[src/rtl/cluv_div_pipe.sv]
// Pipelined restoring divider, one quotient bit per register stage, with a sideband.
// Standalone; the caller guarantees that the quotient fits in QUO_W bits.
`default_nettype none

module cluv_div_pipe #(
    parameter int NUM_W  = 37,
    parameter int DEN_W  = 19,
    parameter int QUO_W  = 24,
    parameter int SIDE_W = 1
) (
    input  wire logic              aclk,
    input  wire logic              aresetn,
    input  wire logic              adv,
    input  wire logic              vld_i,
    input  wire logic [NUM_W-1:0]  num_i,
    input  wire logic [DEN_W-1:0]  den_i,
    input  wire logic [SIDE_W-1:0] side_i,
    output logic                   vld_o,
    output logic [QUO_W-1:0]       quo_o,
    output logic [SIDE_W-1:0]      side_o
);

    logic              vld_reg  [QUO_W];
    logic [DEN_W-1:0]  rem_reg  [QUO_W];
    logic [QUO_W-1:0]  acc_reg  [QUO_W];
    logic [DEN_W-1:0]  den_reg  [QUO_W];
    logic [SIDE_W-1:0] side_reg [QUO_W];

    for (genvar k = 0; k < QUO_W; k++) begin : g_step
        logic              vld_in;
        logic [DEN_W-1:0]  rem_in;
        logic [QUO_W-1:0]  acc_in;
        logic [DEN_W-1:0]  den_in;
        logic [SIDE_W-1:0] side_in;
        logic [DEN_W:0]    trial;
        logic [DEN_W:0]    diff;
        logic              ge;

        if (k == 0) begin : g_first
            // The top dividend bits are already below the divisor.
            assign vld_in  = vld_i;
            assign rem_in  = DEN_W'(num_i[NUM_W-1:QUO_W]);
            assign acc_in  = num_i[QUO_W-1:0];
            assign den_in  = den_i;
            assign side_in = side_i;
        end else begin : g_next
            assign vld_in  = vld_reg[k-1];
            assign rem_in  = rem_reg[k-1];
            assign acc_in  = acc_reg[k-1];
            assign den_in  = den_reg[k-1];
            assign side_in = side_reg[k-1];
        end

        assign trial = {rem_in, acc_in[QUO_W-1]};
        assign diff  = trial - {1'b0, den_in};
        assign ge    = trial >= {1'b0, den_in};

        always_ff @(posedge aclk) begin
            if (!aresetn) begin
                vld_reg[k] <= 1'b0;
            end else if (adv) begin
                vld_reg[k] <= vld_in;
            end
            if (adv) begin
                rem_reg[k]  <= ge ? diff[DEN_W-1:0] : trial[DEN_W-1:0];
                acc_reg[k]  <= {acc_in[QUO_W-2:0], ge};
                den_reg[k]  <= den_in;
                side_reg[k] <= side_in;
            end
        end
    end

    assign vld_o  = vld_reg[QUO_W-1];
    assign quo_o  = acc_reg[QUO_W-1];
    assign side_o = side_reg[QUO_W-1];

endmodule

`default_nettype wire

[config.mk]
export PLATFORM = sky130hd
export DESIGN_NAME = cluv_div_pipe
export DESIGN_NICKNAME = d
export VERILOG_FILES = /design/src/rtl/cluv_div_pipe.sv
export SDC_FILE = /design/constraint.sdc
export NUM_CORES = 2
export LEC_CHECK = 0
export ABC_CLOCK_PERIOD_IN_PS = 3300
export BUFFER_PORTS_ARGS = -buffer_cell sky130_fd_sc_hd__buf_2
export CORE_ASPECT_RATIO = 0.6
export CORE_MARGIN = 2
export CORE_UTILIZATION = 57
export CTS_CLUSTER_SIZE = 10
export DETAILED_ROUTE_END_ITERATION = 12
export PLACE_DENSITY = 0.73
export SYNTH_ARGS = -nofsm -noshare
export SYNTH_HDL_FRONTEND = slang
export SYNTH_SLANG_ARGS = --single-unit
[constraint.sdc]
create_clock -name aclk -period 3.3 [get_ports aclk]
set_clock_uncertainty 0.2 [all_clocks]
set_input_delay 0.33 -clock aclk [delete_from_list [all_inputs] [get_ports aclk]]
set_output_delay 0.33 -clock aclk [all_outputs]
set_load 0.02 [all_outputs]
==> metrics.csv <==
metric,value,unit
status,"complete, but fails checks",
violations,setup timing,
ys_seq_elements,1498,
num_rows,100,
synth_top_flop_cell,edfxtp_1,
max_freq,273,MHz
crit-reg2reg-launch,acc_reg[2][95]$_DFFE_PP_,
cp-start-kind,flop,
synth-edff-count,1497,
worst_pin_slew,0.751,ns
nets,6954,
gp_congestion,0.891,
netSwitchingPower,29.2,mW
yosysSeqAreaShare,63.3,%
hold_violations,0,
drive_gt1_share,25.0,%
layout_min_cycle_time,3.66,ns
route.vias.total,46100,
antenna_found_initial,3,
synth_area_leader_cell,edfxtp_1,
syn-num-nets,5974,
synth_cells,5439,
placement.setup.worst_slack,-0.555,ns
setup_viol,141,
worstPathCellList,inv_2 -> ha_4 -> fa_2 -> nor2b_4 -> o2111ai_4 -> a31oi_4 -> o311ai_2 -> buf_4 -> a31oi_4 -> o22ai_2 -> a21oi_2 -> a211o_1 -> a211oi_4 -> buf_6 -> buf_12 -> buf_16 -> mux2_4,
cts_sinks,1498,
rsz0062_at_grt,yes,
avgSynthCellArea,13.1,µm²
viasPerCell,5.70,
fin_crit_sh,111,%
ys_types,79,
finalMaxSlewViolations,0,
p_clk_share,19.5,%
utilization,71.2,%
power_per_cell_area,963,nW/µm²
ys_top_cells_by_area,"edfxtp_1 (63%), ha_1 (7.9%), inv_1 (3.0%)",
hp-start,num_i[22],
drt_iter0_drc,4568,
clk_pin_slew,0.05,ns
die-area,128000,µm²
combPwrFrac,46.4,%
grt.total_usage,23.7,%
cts_buffers,169,
reg2reg_depth,17,
power_frac_seq,34.1,%
hold-path-cell-count,2,
dp_hpwl,103000,µm
hold_path_class,input port to flop,
p_int,55.6,mW
arrival,4.01,ns
maxCapViolations,0,
drc,0,
yosys_warnings,0,
die_h,278,µm
cts_root_buffer,clkbuf_16,
r2r-end,rem_reg[2][93]$_DFFE_PP_,
grt_pass1_vias,43800,
wl_per_cell,19.7,µm
port_buffers,86,
required,3.65,ns
placed_area,77800,µm²
ant_nets,0,
cpPeakStageDelay,0.38,ns
critPathSlowestCell,edfxtp_1,
stdcell_area,88100,µm²
dr.pass1.iters,5,
cts_tree,done,
syn2layout_area_growth,24.0,%
total_power,84.9,mW
num_io_pins,87,
die_w,460,µm
vdd_ir_drop_max,0.000638,V
clockBufferDepth,3,
core,124000,µm²
min_to,acc_reg[0][23]$_DFFE_PP_,
synth_async_sr_flop_share,0,%
clk_latency,0.79,ns
power.leakage,36.0,nW
synth_top_area_share,63.2,%
crit_path_end_kind,flop,
slew_headroom,50.0,%
drt-total-wl,159000,µm
grt_pass1_wl,239000,µm
cts_max_level,4,
switching_share,34.5,%
worstSetupPathType,flop to flop,
netlist_area,71100,µm²
path_max_fanout,4,
cpMostUsedCell,a31oi_4,
initial_core_util,57.4,%
largest_reg_flops,576,
grt_remaining_overflow,0,
setup_slack,-0.358,ns
grt_max_degree,142,
rrSetupSlack,-0.36,ns
placed cells by master (no fill, tap or decap), types with 21 or more instances in the layout:
cell type,count
xnor2_1,181
inv_1,542
mux2_2,68
nor2b_1,54
a21o_1,154
ha_4,29
inv_2,22
nor2_1,267
a21oi_2,57
o21ai_2,69
nand4_1,51
o21ai_0,201
buf_12,53
clkbuf_16,194
nand2b_1,55
a21oi_1,329
o21ai_1,54
buf_2,85
nor3_1,61
or3_1,21
nand2_1,305
ha_1,411
o21bai_1,45
xor2_1,158
nand3_1,47
edfxtp_1,1497
a211oi_1,21
buf_6,46
and3_1,39
mux2_4,66
buf_4,626
o21a_1,52
dlygate4sd3_1,69
what timing repair did:
action	in CTS	in global routing
gates resized for setup	234	498
hold endpoints to repair	149	0
pin swaps	82	224
cloned	15	31
setup buffers	80	126
setup endpoints to repair	352	436
hold buffers	69	0
per-layer routing:
layer / part of all wire (%) / track usage, % / wire [µm]
met1: 49 / 38.9 / 78500
met2: 41 / 31.8 / 65200
met3: 8.2 / 5.07 / 13100
met4: 1.5 / 5.82 / 2440
met5: 0.079 / 0 / 126
worst max-delay path by stage:
stage / slack (ns) / depth (start not counted) / endpoint / start
floorplan: -0.04 / 14 / rem_reg[1][74]$_DFFE_PP_ / acc_reg[1][71]$_DFFE_PP_
global placement: -0.50 / 14 / rem_reg[0][47]$_DFFE_PP_ / den_reg[0][19]$_DFFE_PP_
detailed placement: -0.55 / 14 / rem_reg[0][47]$_DFFE_PP_ / den_reg[0][19]$_DFFE_PP_
CTS: -0.39 / 16 / rem_reg[2][93]$_DFFE_PP_ / acc_reg[2][95]$_DFFE_PP_
global route: -0.50 / 17 / rem_reg[2][93]$_DFFE_PP_ / acc_reg[2][95]$_DFFE_PP_
finish: -0.36 / 17 / rem_reg[2][93]$_DFFE_PP_ / acc_reg[2][95]$_DFFE_PP_
power groups by stage:
stage	Clock, mW	Sequential, mW	Combinational (mW)
6_report	16.5	28.9	39.4
5_1_grt	17.6	29.3	42.7
4_1_cts	16.9	28.8	34.2
3_5_place_dp	0	29.1	31.0
3_3_place_gp	0	29.1	30.2
2_1_floorplan	0	28.1	21.0
synth_stat cells (20+ instances only):
| cell type | instances |
|---|---|
| edfxtp_1 | 1497 |
| inv_1 | 564 |
| ha_1 | 451 |
| a21oi_1 | 394 |
| nand2_1 | 329 |
| o21ai_0 | 320 |
| nor2_1 | 299 |
| xnor2_1 | 184 |
| xor2_1 | 159 |
| a21o_1 | 154 |
| mux2_2 | 117 |
| nor2b_1 | 72 |
| clkbuf_1 | 70 |
| nor3_1 | 63 |
| nand2b_1 | 59 |
| o21a_1 | 57 |
| nand3_1 | 51 |
| nand4_1 | 51 |
| o21bai_1 | 47 |
| and3_1 | 39 |
| a31oi_1 | 35 |
| a211oi_1 | 29 |
| a21boi_0 | 25 |
| buf_4 | 25 |
| fa_1 | 23 |
| o31ai_1 | 22 |
| a211o_1 | 21 |
| or3_1 | 21 |
| or2_2 | 20 |
area by class of cell:
| cell class | instances | area (µm²) |
|---|---|---|
| multi-input combinational | 3270 | 26100 |
| sequential | 1498 | 45000 |
| tap | 1632 | 2040 |
| clock buffer | 184 | 4330 |
| timing repair buffer | 915 | 8250 |
| inverter | 565 | 2120 |
| clock inverter | 18 | 308 |
| antenna | 1 | 2.50 |
| fill | 8234 | 35700 |
cells by family after synthesis:
| logic type | after synthesis | synth area share [%] |
|---|---|---|
| buf+inv | 674 | 3.73 |
| flops | 1498 | 63.3 |
| simple gates | 1061 | 7.03 |
| compound gates | 1237 | 10.7 |
| xor+xnor | 343 | 4.23 |
| fa+ha+maj | 474 | 8.58 |
| mux | 152 | 2.46 |
metrics by stage:
stage,setup TNS [ns],hold WS [ns],std cells
detailed placement,-67.91,0.205,7580
floorplan,-1.01,0.200,5439
global route,-42.25,0.0412,8083
finish,-19.91,0.0380,8083
CTS,-16.18,0.000273,7940
global placement,-44.89,0.200,7580
critical path, delay by kind of cell (launching register included):
family / cells / cell delay [ns]
AOI/OAI and AO/OA: 8 / 1.42
buffers and inverters: 5 / 0.67
adders and majority gates: 2 / 0.39
DFF: 1 / 0.38
muxes: 1 / 0.29
and+or+nand+nor: 1 / 0.06
Power figures use the tool's default switching activity.
